## config.mk

```make
export PLATFORM = sky130hd
export DESIGN_NAME = miller_rabin_prime_test_unit
export DESIGN_NICKNAME = d
export VERILOG_FILES = /design/src/design/mrpt_pkg.sv /design/src/design/mrpt_dp.sv /design/src/design/mrpt_ctrl.sv /design/src/design/miller_rabin_prime_test_unit.sv
export SDC_FILE = /design/constraint.sdc
export NUM_CORES = 2
export LEC_CHECK = 0
export BUFFER_PORTS_ARGS = -buffer_cell sky130_fd_sc_hd__buf_4
export CORE_MARGIN = 2
export CORE_UTILIZATION = 46
export DETAILED_ROUTE_END_ITERATION = 10
export PLACE_DENSITY = 0.59
export SLEW_MARGIN = 20
export SYNTH_ARGS = -nofsm -noshare
export SYNTH_HDL_FRONTEND = slang
export SYNTH_SLANG_ARGS = --single-unit
export TNS_END_PERCENT = 1
```

## constraint.sdc

```tcl
create_clock -name clk_i -period 21.8 [get_ports clk_i]
set_input_delay 2.18 -clock clk_i [delete_from_list [all_inputs] [get_ports clk_i]]
set_output_delay 2.18 -clock clk_i [all_outputs]
set_load 0.02 [all_outputs]
```

## src/design/mrpt_pkg.sv

```systemverilog
// mrpt_pkg: shared types and constants for the primality test unit.
// Used by mrpt_ctrl, mrpt_dp and miller_rabin_prime_test_unit.
`default_nettype none
package mrpt_pkg;
  localparam int unsigned NumBases = 7;
  localparam int unsigned BaseIdxW = 3;
  localparam int unsigned Width = 64;

  function automatic logic [31:0] base_value(input logic [BaseIdxW-1:0] idx);
    logic [31:0] v;
    case (idx)
      3'd0: v = 32'd2;
      3'd1: v = 32'd325;
      3'd2: v = 32'd9375;
      3'd3: v = 32'd28178;
      3'd4: v = 32'd450775;
      3'd5: v = 32'd9780504;
      3'd6: v = 32'd1795265022;
      default: v = 32'd0;
    endcase
    return v;
  endfunction

  typedef enum logic [3:0] {
    DpNop   = 4'd0,
    DpLoad  = 4'd1,
    DpShift = 4'd2,
    DpBase  = 4'd3,
    DpMulAX = 4'd4,
    DpMulXX = 4'd5,
    DpMulAA = 4'd6,
    DpStep  = 4'd7
  } dp_op_e;

  typedef struct packed {
    dp_op_e op;
  } dp_cmd_t;

  typedef struct packed {
    logic trivial;   // negative, <=1 or even
    logic is_two;
    logic d_odd;     // shift finished
    logic step_last; // last bit step of a product
    logic x_zero;    // base vanished mod n
    logic e_bit;     // current exponent lsb
    logic e_last;    // exponent becomes zero after this bit
    logic a_one;
    logic a_nm1;
    logic sq_left;   // further squarings remain
  } dp_stat_t;
endpackage
`default_nettype wire

```

## src/design/mrpt_dp.sv

```systemverilog
// mrpt_dp: datapath with a bit-serial modular multiplier.
// Depends on mrpt_pkg.
`default_nettype none
module mrpt_dp #(
  parameter int unsigned W = mrpt_pkg::Width
) (
  input  wire logic              clk_i,
  input  wire logic              rst_ni,
  input  wire logic [W-1:0]      cand_i,
  input  wire logic [mrpt_pkg::BaseIdxW-1:0] base_idx_i,
  input  wire mrpt_pkg::dp_cmd_t cmd_i,
  output mrpt_pkg::dp_stat_t     stat_o
);
  import mrpt_pkg::*;
  localparam int unsigned CW = $clog2(W);

  logic [W-1:0] n_q, d_q, e_q, x_q, a_q, r_q, y_q, m_q;
  logic [CW-1:0] cnt_q;
  logic [CW-1:0] s_q;
  logic [CW-1:0] j_q;     // squarings left for the current base
  logic dst_a_q;          // product goes to a, else to x
  logic [W:0] sh, ad;
  logic [W-1:0] r1, r2;

  // one double-and-add step, multiplier bits taken msb first; m < n
  always_comb begin
    sh = {r_q, 1'b0};
    r1 = (sh >= {1'b0, n_q}) ? W'(sh - {1'b0, n_q}) : sh[W-1:0];
    ad = {1'b0, r1} + {1'b0, m_q};
    if (y_q[W-1]) begin
      r2 = (ad >= {1'b0, n_q}) ? W'(ad - {1'b0, n_q}) : ad[W-1:0];
    end else begin
      r2 = r1;
    end
  end

  always_ff @(posedge clk_i or negedge rst_ni) begin
    if (!rst_ni) begin
      n_q <= '0; d_q <= '0; e_q <= '0; x_q <= '0; a_q <= '0;
      r_q <= '0; y_q <= '0; m_q <= '0;
      cnt_q <= '0; s_q <= '0; j_q <= '0;
      dst_a_q <= 1'b0;
    end else begin
      case (cmd_i.op)
        DpLoad: begin
          n_q <= cand_i;
          d_q <= cand_i - W'(1);
          s_q <= '0;
        end
        DpShift: begin
          d_q <= d_q >> 1;
          s_q <= s_q + CW'(1);
        end
        DpBase: begin
          // base mod n as 1 * base
          m_q <= W'(1);
          y_q <= W'(base_value(base_idx_i));
          r_q <= '0;
          cnt_q <= '0;
          dst_a_q <= 1'b0;
          e_q <= d_q;
          a_q <= W'(1);
          j_q <= s_q - CW'(1);
        end
        DpMulAX: begin
          m_q <= a_q; y_q <= x_q; r_q <= '0; cnt_q <= '0; dst_a_q <= 1'b1;
        end
        DpMulXX: begin
          m_q <= x_q; y_q <= x_q; r_q <= '0; cnt_q <= '0; dst_a_q <= 1'b0;
          e_q <= e_q >> 1;
        end
        DpMulAA: begin
          m_q <= a_q; y_q <= a_q; r_q <= '0; cnt_q <= '0; dst_a_q <= 1'b1;
          j_q <= j_q - CW'(1);
        end
        DpStep: begin
          r_q <= r2;
          y_q <= y_q << 1;
          cnt_q <= cnt_q + CW'(1);
          if (cnt_q == CW'(W-1)) begin
            if (dst_a_q) a_q <= r2;
            else x_q <= r2;
          end
        end
        default: ;
      endcase
    end
  end

  assign stat_o.trivial   = n_q[W-1] | (n_q <= W'(1)) | ~n_q[0];
  assign stat_o.is_two    = (n_q == W'(2));
  assign stat_o.d_odd     = d_q[0];
  assign stat_o.step_last = (cnt_q == CW'(W-1));
  assign stat_o.x_zero    = (x_q == '0);
  assign stat_o.e_bit     = e_q[0];
  assign stat_o.e_last    = (e_q[W-1:1] == '0);
  assign stat_o.a_one     = (a_q == W'(1));
  assign stat_o.a_nm1     = (a_q == n_q - W'(1));
  assign stat_o.sq_left   = (j_q != '0);
endmodule
`default_nettype wire

```

## src/design/mrpt_ctrl.sv

```systemverilog
// mrpt_ctrl: sequencer for the Miller-Rabin test.
// Depends on mrpt_pkg; drives mrpt_dp by command.
`default_nettype none
module mrpt_ctrl (
  input  wire logic              clk_i,
  input  wire logic              rst_ni,
  input  wire logic              in_valid_i,
  output logic                   in_stall_o,
  output logic                   out_valid_o,
  input  wire logic              out_stall_i,
  output logic                   is_prime_o,
  output logic [mrpt_pkg::BaseIdxW-1:0] base_idx_o,
  output mrpt_pkg::dp_cmd_t      cmd_o,
  input  wire mrpt_pkg::dp_stat_t stat_i
);
  import mrpt_pkg::*;

  typedef enum logic [14:0] {
    SIdle  = 15'b000000000000001,
    SCheck = 15'b000000000000010,
    SShift = 15'b000000000000100,
    SBase  = 15'b000000000001000,
    SRed   = 15'b000000000010000,
    SZero  = 15'b000000000100000,
    SExp   = 15'b000000001000000,
    SMulA  = 15'b000000010000000,
    SAdv   = 15'b000000100000000,
    SSqX   = 15'b000001000000000,
    STest  = 15'b000010000000000,
    SSqA   = 15'b000100000000000,
    SChkA  = 15'b001000000000000,
    SPass  = 15'b010000000000000,
    SDone  = 15'b100000000000000
  } state_e;

  state_e state_q, state_d;
  logic [BaseIdxW-1:0] k_q, k_d;
  logic res_q, res_d;       // working verdict
  logic prime_q, prime_d;   // output register, held while stalled
  logic ov_q, ov_d;

  assign in_stall_o  = (state_q != SIdle);
  assign out_valid_o = ov_q;
  assign is_prime_o  = prime_q;
  assign base_idx_o  = k_q;

  always_comb begin
    state_d = state_q; k_d = k_q; res_d = res_q; prime_d = prime_q; ov_d = ov_q;
    cmd_o.op = DpNop;
    if (ov_q && !out_stall_i) ov_d = 1'b0;
    case (state_q)
      SIdle: if (in_valid_i) begin
        cmd_o.op = DpLoad;
        state_d = SCheck;
      end
      SCheck: begin
        if (stat_i.trivial) begin
          res_d = stat_i.is_two;
          state_d = SDone;
        end else begin
          state_d = SShift;
        end
        k_d = '0;
      end
      SShift: begin
        if (stat_i.d_odd) state_d = SBase;
        else cmd_o.op = DpShift;
      end
      SBase: begin
        cmd_o.op = DpBase;
        state_d = SRed;
      end
      SRed: begin
        cmd_o.op = DpStep;
        if (stat_i.step_last) state_d = SZero;
      end
      // base that vanishes mod n counts as passed
      SZero: state_d = stat_i.x_zero ? SPass : SExp;
      SExp: begin
        if (stat_i.e_bit) begin
          cmd_o.op = DpMulAX;
          state_d = SMulA;
        end else begin
          state_d = SAdv;
        end
      end
      SMulA: begin
        cmd_o.op = DpStep;
        if (stat_i.step_last) state_d = SAdv;
      end
      SAdv: begin
        if (stat_i.e_last) begin
          state_d = STest;
        end else begin
          cmd_o.op = DpMulXX;
          state_d = SSqX;
        end
      end
      SSqX: begin
        cmd_o.op = DpStep;
        if (stat_i.step_last) state_d = SExp;
      end
      STest: begin
        if (stat_i.a_one || stat_i.a_nm1) begin
          state_d = SPass;
        end else if (stat_i.sq_left) begin
          cmd_o.op = DpMulAA;
          state_d = SSqA;
        end else begin
          res_d = 1'b0;
          state_d = SDone;
        end
      end
      SSqA: begin
        cmd_o.op = DpStep;
        if (stat_i.step_last) state_d = SChkA;
      end
      SChkA: begin
        if (stat_i.a_nm1) begin
          state_d = SPass;
        end else if (stat_i.sq_left) begin
          cmd_o.op = DpMulAA;
          state_d = SSqA;
        end else begin
          res_d = 1'b0;
          state_d = SDone;
        end
      end
      SPass: begin
        if (k_q == BaseIdxW'(NumBases-1)) begin
          res_d = 1'b1;
          state_d = SDone;
        end else begin
          k_d = k_q + BaseIdxW'(1);
          state_d = SBase;
        end
      end
      SDone: if (!ov_q || !out_stall_i) begin
        ov_d = 1'b1;
        prime_d = res_q;
        state_d = SIdle;
      end
      default: ;
    endcase
  end

  always_ff @(posedge clk_i or negedge rst_ni) begin
    if (!rst_ni) begin
      state_q <= SIdle; k_q <= '0; res_q <= 1'b0; prime_q <= 1'b0; ov_q <= 1'b0;
    end else begin
      state_q <= state_d; k_q <= k_d; res_q <= res_d; prime_q <= prime_d; ov_q <= ov_d;
    end
  end

  a_out_hold: assert property (@(posedge clk_i) disable iff (!rst_ni)
    out_valid_o && out_stall_i |=> out_valid_o && $stable(is_prime_o))
    else $error("result dropped while stalled");
  a_busy_stall: assert property (@(posedge clk_i) disable iff (!rst_ni)
    (state_q != SIdle) |-> in_stall_o)
    else $error("input open while busy");
  a_onehot: assert property (@(posedge clk_i) disable iff (!rst_ni)
    $onehot(state_q))
    else $error("state not one-hot");
endmodule
`default_nettype wire

```

## src/design/miller_rabin_prime_test_unit.sv

```systemverilog
// miller_rabin_prime_test_unit: top level of the 64-bit primality tester.
// Depends on mrpt_pkg, mrpt_ctrl and mrpt_dp.
//
// One candidate at a time: an item is taken when in_valid_i is high and
// in_stall_o low, and one is_prime result follows; in_stall_o stays high
// until the block is back in idle. Each modular product runs on a
// bit-serial double-and-add multiplier: a setup command, then one step
// per multiplier bit. Per bit of the odd part d of n-1 there is a multiply
// for a set bit and a square before the next bit; each base is first
// reduced mod n by a product and may need extra squarings, and a prime
// runs through all seven bases. Negative, zero, one and even candidates
// are settled in the check state without running any base. The result is
// held in an output register until taken, so the next item may be
// accepted while a result is still waiting.
`default_nettype none
module miller_rabin_prime_test_unit #(
  parameter int unsigned W = mrpt_pkg::Width
) (
  input  wire logic         clk_i,
  input  wire logic         rst_ni,
  input  wire logic         in_valid_i,
  output logic              in_stall_o,
  input  wire logic [W-1:0] candidate_i,
  output logic              out_valid_o,
  input  wire logic         out_stall_i,
  output logic              is_prime_o
);
  import mrpt_pkg::*;
  dp_cmd_t  cmd;
  dp_stat_t stat;
  logic [BaseIdxW-1:0] base_idx;

  mrpt_ctrl u_ctrl (
    .clk_i, .rst_ni, .in_valid_i, .in_stall_o, .out_valid_o, .out_stall_i,
    .is_prime_o, .base_idx_o(base_idx), .cmd_o(cmd), .stat_i(stat)
  );

  mrpt_dp #(.W(W)) u_dp (
    .clk_i, .rst_ni, .cand_i(candidate_i), .base_idx_i(base_idx),
    .cmd_i(cmd), .stat_o(stat)
  );
endmodule
`default_nettype wire

```

== Word level (Yosys, flattened, before mapping) ==
Cells that the tools add are included.

* Register bits after elaboration: 552
* Input bits: 68
* Logic and storage cells: 163
* Output and inout bits: 3

* Magnitude comparators: 3
* Add/sub/neg operators: 10
* Bitwise gates (word level): 4
* Equality and inequality tests: 47
* Reductions and logical operators: 31
* Multiplexer cells: 51

{| class="wikitable"
|+ Operators by type and width
! cell !! count
|-
| case mux 64 bit (2 select lines) || 4
|-
| two-way mux 64 bit || 5
|-
| case mux 64 bit (4 select lines) || 1
|-
| case mux 15 bit (15 select lines) || 1
|-
| case mux 31 bit (7 select lines) || 1
|-
| case mux 64 bit (3 select lines) || 1
|-
| two-way mux 15 bit || 12
|-
| >= comparator 65 x 64 -> 1 bit || 2
|-
| subtractor 64 x 1 -> 64 bit, second input constant || 2
|-
| subtractor 64 bit || 2
|-
| adder 64 x 64 -> 65 bit || 1
|-
| equality test 64 x 1 -> 1 bit, second input constant || 1
|-
| equality test 64 x 2 -> 1 bit, second input constant || 1
|-
| equality test 64 bit || 1
|-
| <= comparator 64 x 1 -> 1 bit, second input constant || 1
|-
| zero test 64 bit || 1
|-
| zero test 63 bit || 1
|-
| case mux 6 bit (2 select lines) || 3
|-
| case mux 4 bit (8 select lines) || 1
|-
| != test 2 bit, second input constant || 10
|-
| equality test 4 x 3 -> 1 bit, second input constant || 4
|-
| equality test 15 x 1 -> 1 bit, second input constant || 1
|-
| equality test 15 x 10 -> 1 bit, second input constant || 1
|-
| equality test 15 x 11 -> 1 bit, second input constant || 1
|-
| other kinds (50) || 87
|}

== Longest topological paths before layout ==
* Depth after elaboration: 9
* Gate-level depth with buffers: 43
* Mapped depth without buffers: 37

== Modules after synthesis ==
Synthesis repeated with hierarchy kept, for this count alone.

* Cell total of the unflattened synthesis: 4949
* Area total of the unflattened synthesis: 40496.3 um^2

{| class="wikitable"
|+ By module, submodules not included
! module !! seq. area each (um^2) !! area an instance (um^2) !! cells an instance !! instances
|-
| mrpt_dp || 13287.7 || 38863.5 || 4764 || 1
|-
| mrpt_ctrl || 526.8 || 1632.8 || 185 || 1
|}

== Worst setup path after synthesis ==
OpenSTA, ideal clock, no wires.

* Path type: register to register
* Start point: register u_dp.n_q[13]
* End point: register u_dp.a_q[13]
* Data required time: 21670 ps
* Path slack: 12054 ps
* Period minus slack after synthesis: 9746 ps
* Cell stages (with the launch flop): 41
* Path buffers: 5
* Library setup time: 130 ps
* Arrival time: 9616 ps
* Path through: dfrtp_1 inv_1 ha_1 clkbuf_1 nand2_1 o21ai_0 o211ai_1 a21oi_1 o21bai_1 a2111oi_0 o2111ai_1 nand2_1 clkbuf_1 clkbuf_1 a21oi_1 ha_1 and4_1 o21ai_0 [... 5 more ...] a221oi_1 o41ai_1 xor2_1 ha_1 a21oi_1 o21bai_1 a211oi_1 nor2_1 a211oi_1 o31a_1 a31oi_1 nor3_1 clkbuf_1 clkbuf_1 mux2i_1 nor2_1 a21oi_1 o21ai_0

* Cells in the longest elaborated chain, start to end: 9
* Elaborated cells between the ends (all ways): 23
* Those cells by class: add/sub (4); order compare (2); eq/ne (5); mux (9); reduce/logical (3)

{| class="wikitable"
|+ Ends and longest elaborated chain
! item !! line !! text
|-
| from (decl) || mrpt_dp.sv:17 || <nowiki>logic [W-1:0] n_q, d_q, e_q, x_q, a_q, r_q, y_q, m_q;</nowiki>
|-
| from (signal assigned) || mrpt_dp.sv:46 || <nowiki>n_q <= cand_i;</nowiki>
|-
| subtractor 64 bit / >= comparator 65 x 64 -> 1 bit (equally long branches) || mrpt_dp.sv:28 || <nowiki>r1 = (sh >= {1'b0, n_q}) ? W'(sh - {1'b0, n_q}) : sh[W-1:0];</nowiki>
|-
| two-way mux 64 bit || mrpt_dp.sv:28 ||
|-
| adder 64 x 64 -> 65 bit || mrpt_dp.sv:29 || <nowiki>ad = {1'b0, r1} + {1'b0, m_q};</nowiki>
|-
| subtractor 64 bit / >= comparator 65 x 64 -> 1 bit (equally long branches) || mrpt_dp.sv:31 || <nowiki>r2 = (ad >= {1'b0, n_q}) ? W'(ad - {1'b0, n_q}) : ad[W-1:0];</nowiki>
|-
| two-way mux 64 bit || mrpt_dp.sv:31 ||
|-
| two-way mux 64 bit || mrpt_dp.sv:30 || <nowiki>if (y_q[W-1]) begin</nowiki>
|-
| two-way mux 64 bit || mrpt_dp.sv:81 || <nowiki>if (dst_a_q) a_q <= r2;</nowiki>
|-
| two-way mux 64 bit || mrpt_dp.sv:80 || <nowiki>if (cnt_q == CW'(W-1)) begin</nowiki>
|-
| case mux 64 bit (2 select lines) || mrpt_dp.sv:44 || <nowiki>case (cmd_i.op)</nowiki>
|-
| to (signal assigned) || mrpt_dp.sv:81 ||
|-
| to (decl) || mrpt_dp.sv:17 ||
|}

Several ways; a longest one is shown, not always the timed one. The select of a mux whose other input is x is not followed.
A chain may end at the register's enable or synchronous reset.

== Worst setup path after layout ==
* Start point: register u_dp.n_q[2]
* End point: register u_dp.x_q[34]

* Cells in the longest elaborated chain, start to end: 7
* Elaborated cells between the ends (all ways): 16
* Those cells by class: add/sub (4); order compare (2); eq/ne (2); mux (6); reduce/logical (2)

{| class="wikitable"
|+ Ends and longest elaborated chain
! item !! line !! text
|-
| parallel branches: the longest is 7 deep, another holds adder 64 x 64 -> 65 bit || n/a ||
|-
| to (signal assigned) || mrpt_dp.sv:82 || <nowiki>else x_q <= r2;</nowiki>
|-
| to (decl) || mrpt_dp.sv:17 ||
|}

Parallel ways; which one is timed is not known.

==> qor.yml <==
outcome: "complete, no violations"
setup_tns_ns: 0
final-setup-viol-count: 0
drt-wirelength-per-cell_um: 27.2
fillers: 8473
skew_ns: 0.0322
required_ns: 22.36
fin_crit_sh_pct: 58.5
final_util_pct: 50.7
routed_via_density: 6.38
drv_slew: 0
endpoint_kind: "flip-flop"
hold_class: "reg -> reg"
antenna_found_initial: 2
post-route-min-period_ns: 12.76
cts_root_buffer: "clkbuf_16"
num_vias: 38500
grt_pass1_wl_mm: 239
powerDensity_nw_per_um2: 51.4
ff_latch_area_um2: 13800
cts_buffers: 68
cts_max_level: 3
grt_usage_pct: 36.0
dr.pass1.iters: 9
grt_max_degree: 107
path_clk_slew_ns: 0.06
synthDistinctLibCells: 84
r2r_cells: 36
area_growth_pct: 9.53
wl_mm: 164
grt-ovfl-total: 0
first_global_vias: 35700
multi_input_area_um2: 24600
synth.avg_cell_area_um2: 8.17
arrival_ns: 13.31
cts_setup_buffers: 0
cts_resized: 0
hold_buffers: 0
holdPathStages: 2
crit_slowest_cell: "a2111oi_0"
cts_tree: "yes"
synth_flop_cell: "dfrtp_1"
synth_seq_cells: 552
syn-num-nets: 5173
rows: 108
async_flop_share_pct: 100
path_common_cell: "a21oi_1"
synth_top_area_share_pct: 34.4
peakVddDrop_v: 0.0000614
drt-initial-drc-count: 4884
insertion_delay_ns: 0.67
drive_gt1_share_pct: 6.88
power_leakage_nw: 19.3
fp.dieH_um: 299
worst_slew_pin_slew_ns: 1.22
path_class: "reg -> reg"
place_hpwl_mm: 128
start_util_pct: 46.3
num-nets-final: 5105
worstPathMaxFanout: 70
netlist_area_um2: 40000
syn_inst: 4897
max_cap_violations: 0
clock.fmax_mhz: 78.4
synth_area_leader_cell: "dfrtp_1"
drcViolationCount: 0
cts_sinks: 552
fp.dieArea_um2: 89400
synth-seq-area-share_pct: 34.5
maxSlewHeadroom_pct: 17.8
place.gp.congestion: 1.02
die_x_um: 299
finalHoldViolCount: 0
ys_warn_count: 0
core_area_um2: 86500
clk_path_buf_depth: 3
numPortBuffers: 70
synthTopCellsByArea: "dfrtp_1 (34%), o21ai_0 (7.1%), nand2_1 (6.9%), ha_1 (6.4%), xnor2_1 (4.4%)"
synth_edf_count: 0
final_antenna_net_count: 0
start_kind: "flip-flop"
rsz0062_at_grt: "false"
ioPinCount: 71
cp_slowest_stage_delay_ns: 0.93
-- cells by family (layout without fill, tap and decap cells) --
group                    after synthesis  after routing  synth area share [%]
AND/OR/NAND/NOR                     1627           1627                  19.3
AO/OA/AOI/OAI                       1604           1604                  24.9
flip-flops                           552            552                  34.5
buffers and inverters                460            444                  4.40
XOR/XNOR                             314            314                  6.87
adder cells (fa/ha/maj)              208            208                  6.56
multiplexers                         132            132                  3.41
other                                  0              1                     0
-- layout make-up --
class                      count  area share, %
antenna                        1        0.00571
multi-input combinational   3885           56.1
sequential                   552           31.5
inverter                     202           1.73
clock buffer                  95           4.32
timing repair buffer         120           2.07
tap                         1155           3.30
clock inverter                27          0.976
-- power by group --
group	leakage, nW	switching [mW]	internal (mW)
logic	11.2	0.0341	0.0134
clock network	1.12	0.493	0.689
registers	6.92	0.00000000000000000485	1.02
-- per-stage QoR --
| step | std cells | power [mW] | cell area (µm²) | worst slack (ns) | hold slack (ns) |
|---|---|---|---|---|---|
| after floorplan | 4897 | 1.05 | 40000 | 12.05 | 0.438 |
| after CTS | 6036 | 2.27 | 43800 | 9.33 | 0.469 |
| after global routing | 6036 | 2.32 | 43800 | 8.31 | 0.477 |
| final | 6037 | 2.25 | 43800 | 9.04 | 0.466 |
| after detailed placement | 5914 | 1.09 | 41500 | 9.40 | 0.457 |
| after global placement | 5914 | 1.09 | 41500 | 9.28 | 0.449 |
-- registers in the layout, indices dropped and copies added, names as in the netlist, 15 cells and up --
| register | cells |
|---|---|
| u_ctrl.state_q | 15 |
| u_dp.a_q | 64 |
| u_dp.d_q | 64 |
| u_dp.e_q | 64 |
| u_dp.m_q | 64 |
| u_dp.n_q | 64 |
| u_dp.r_q | 64 |
| u_dp.x_q | 64 |
| u_dp.y_q | 64 |
-- cells in the mapped netlist, types with 24 or more instances --
cell type,number
a211oi_1,29
a21o_1,78
a21oi_1,297
a222oi_1,55
a22o_1,31
a22oi_1,127
a31oi_1,33
and2_1,24
and3_1,35
buf_2,24
clkbuf_1,223
dfrtp_1,551
ha_1,205
inv_1,201
mux2_2,36
mux2i_1,96
nand2_1,732
nand2b_1,40
nand3_1,58
nand4_1,87
nor2_1,282
nor3_1,100
nor4_1,102
o211ai_1,61
o21a_1,37
o21ai_0,570
o21ai_1,79
o21bai_1,47
or3_1,29
xnor2_1,202
xor2_1,112
-- critical path, delay by kind of cell, from the launching register on --
| kind | cells | cell delay [ns] |
|---|---|---|
| xor gates and xnor gates | 1 | 0.33 |
| muxes | 3 | 1.01 |
| AOI/OAI and AO/OA | 21 | 6.74 |
| adders and majority gates | 3 | 1.19 |
| DFF | 1 | 0.51 |
| and+or+nand+nor | 4 | 1.06 |
| buffers and inverters | 4 | 1.73 |
-- metal layers --
metal / vias to the layer above / GRT usage, % / share of wire [%]
met2: 1763 / 48.5 / 39
met5: - / 0 / 0.013
met3: 188 / 11.8 / 12
met4: 4 / 9.54 / 2.8
li1: 17700 / - / -
met1: 18800 / 54.3 / 46
-- final timing paths --
kind	start	end	slack, ns
max	u_dp.n_q[2]	u_dp.x_q[34]	9.04
min	u_dp.y_q[26]	u_dp.y_q[26]	0.47
max reg2reg	u_dp.n_q[2]	u_dp.x_q[34]	9.04
min reg2reg	u_dp.y_q[26]	u_dp.y_q[26]	0.47
max in group asynchronous	rst_ni	u_dp.y_q[63]	16.91
min in group asynchronous	rst_ni	u_dp.e_q[5]	1.58
-- cells in the final DEF (no fill, tap or decap), types with 119 or more instances in the layout --
cell type	Yosys	final
nand2_1	732	729
o21ai_0	570	570
dfrtp_1	551	550
a21oi_1	297	297
nor2_1	282	279
ha_1	205	205
xnor2_1	202	202
inv_1	201	201
a22oi_1	127	127
buf_4	1	119
Note: power is estimated with default switching activity, not from simulation.
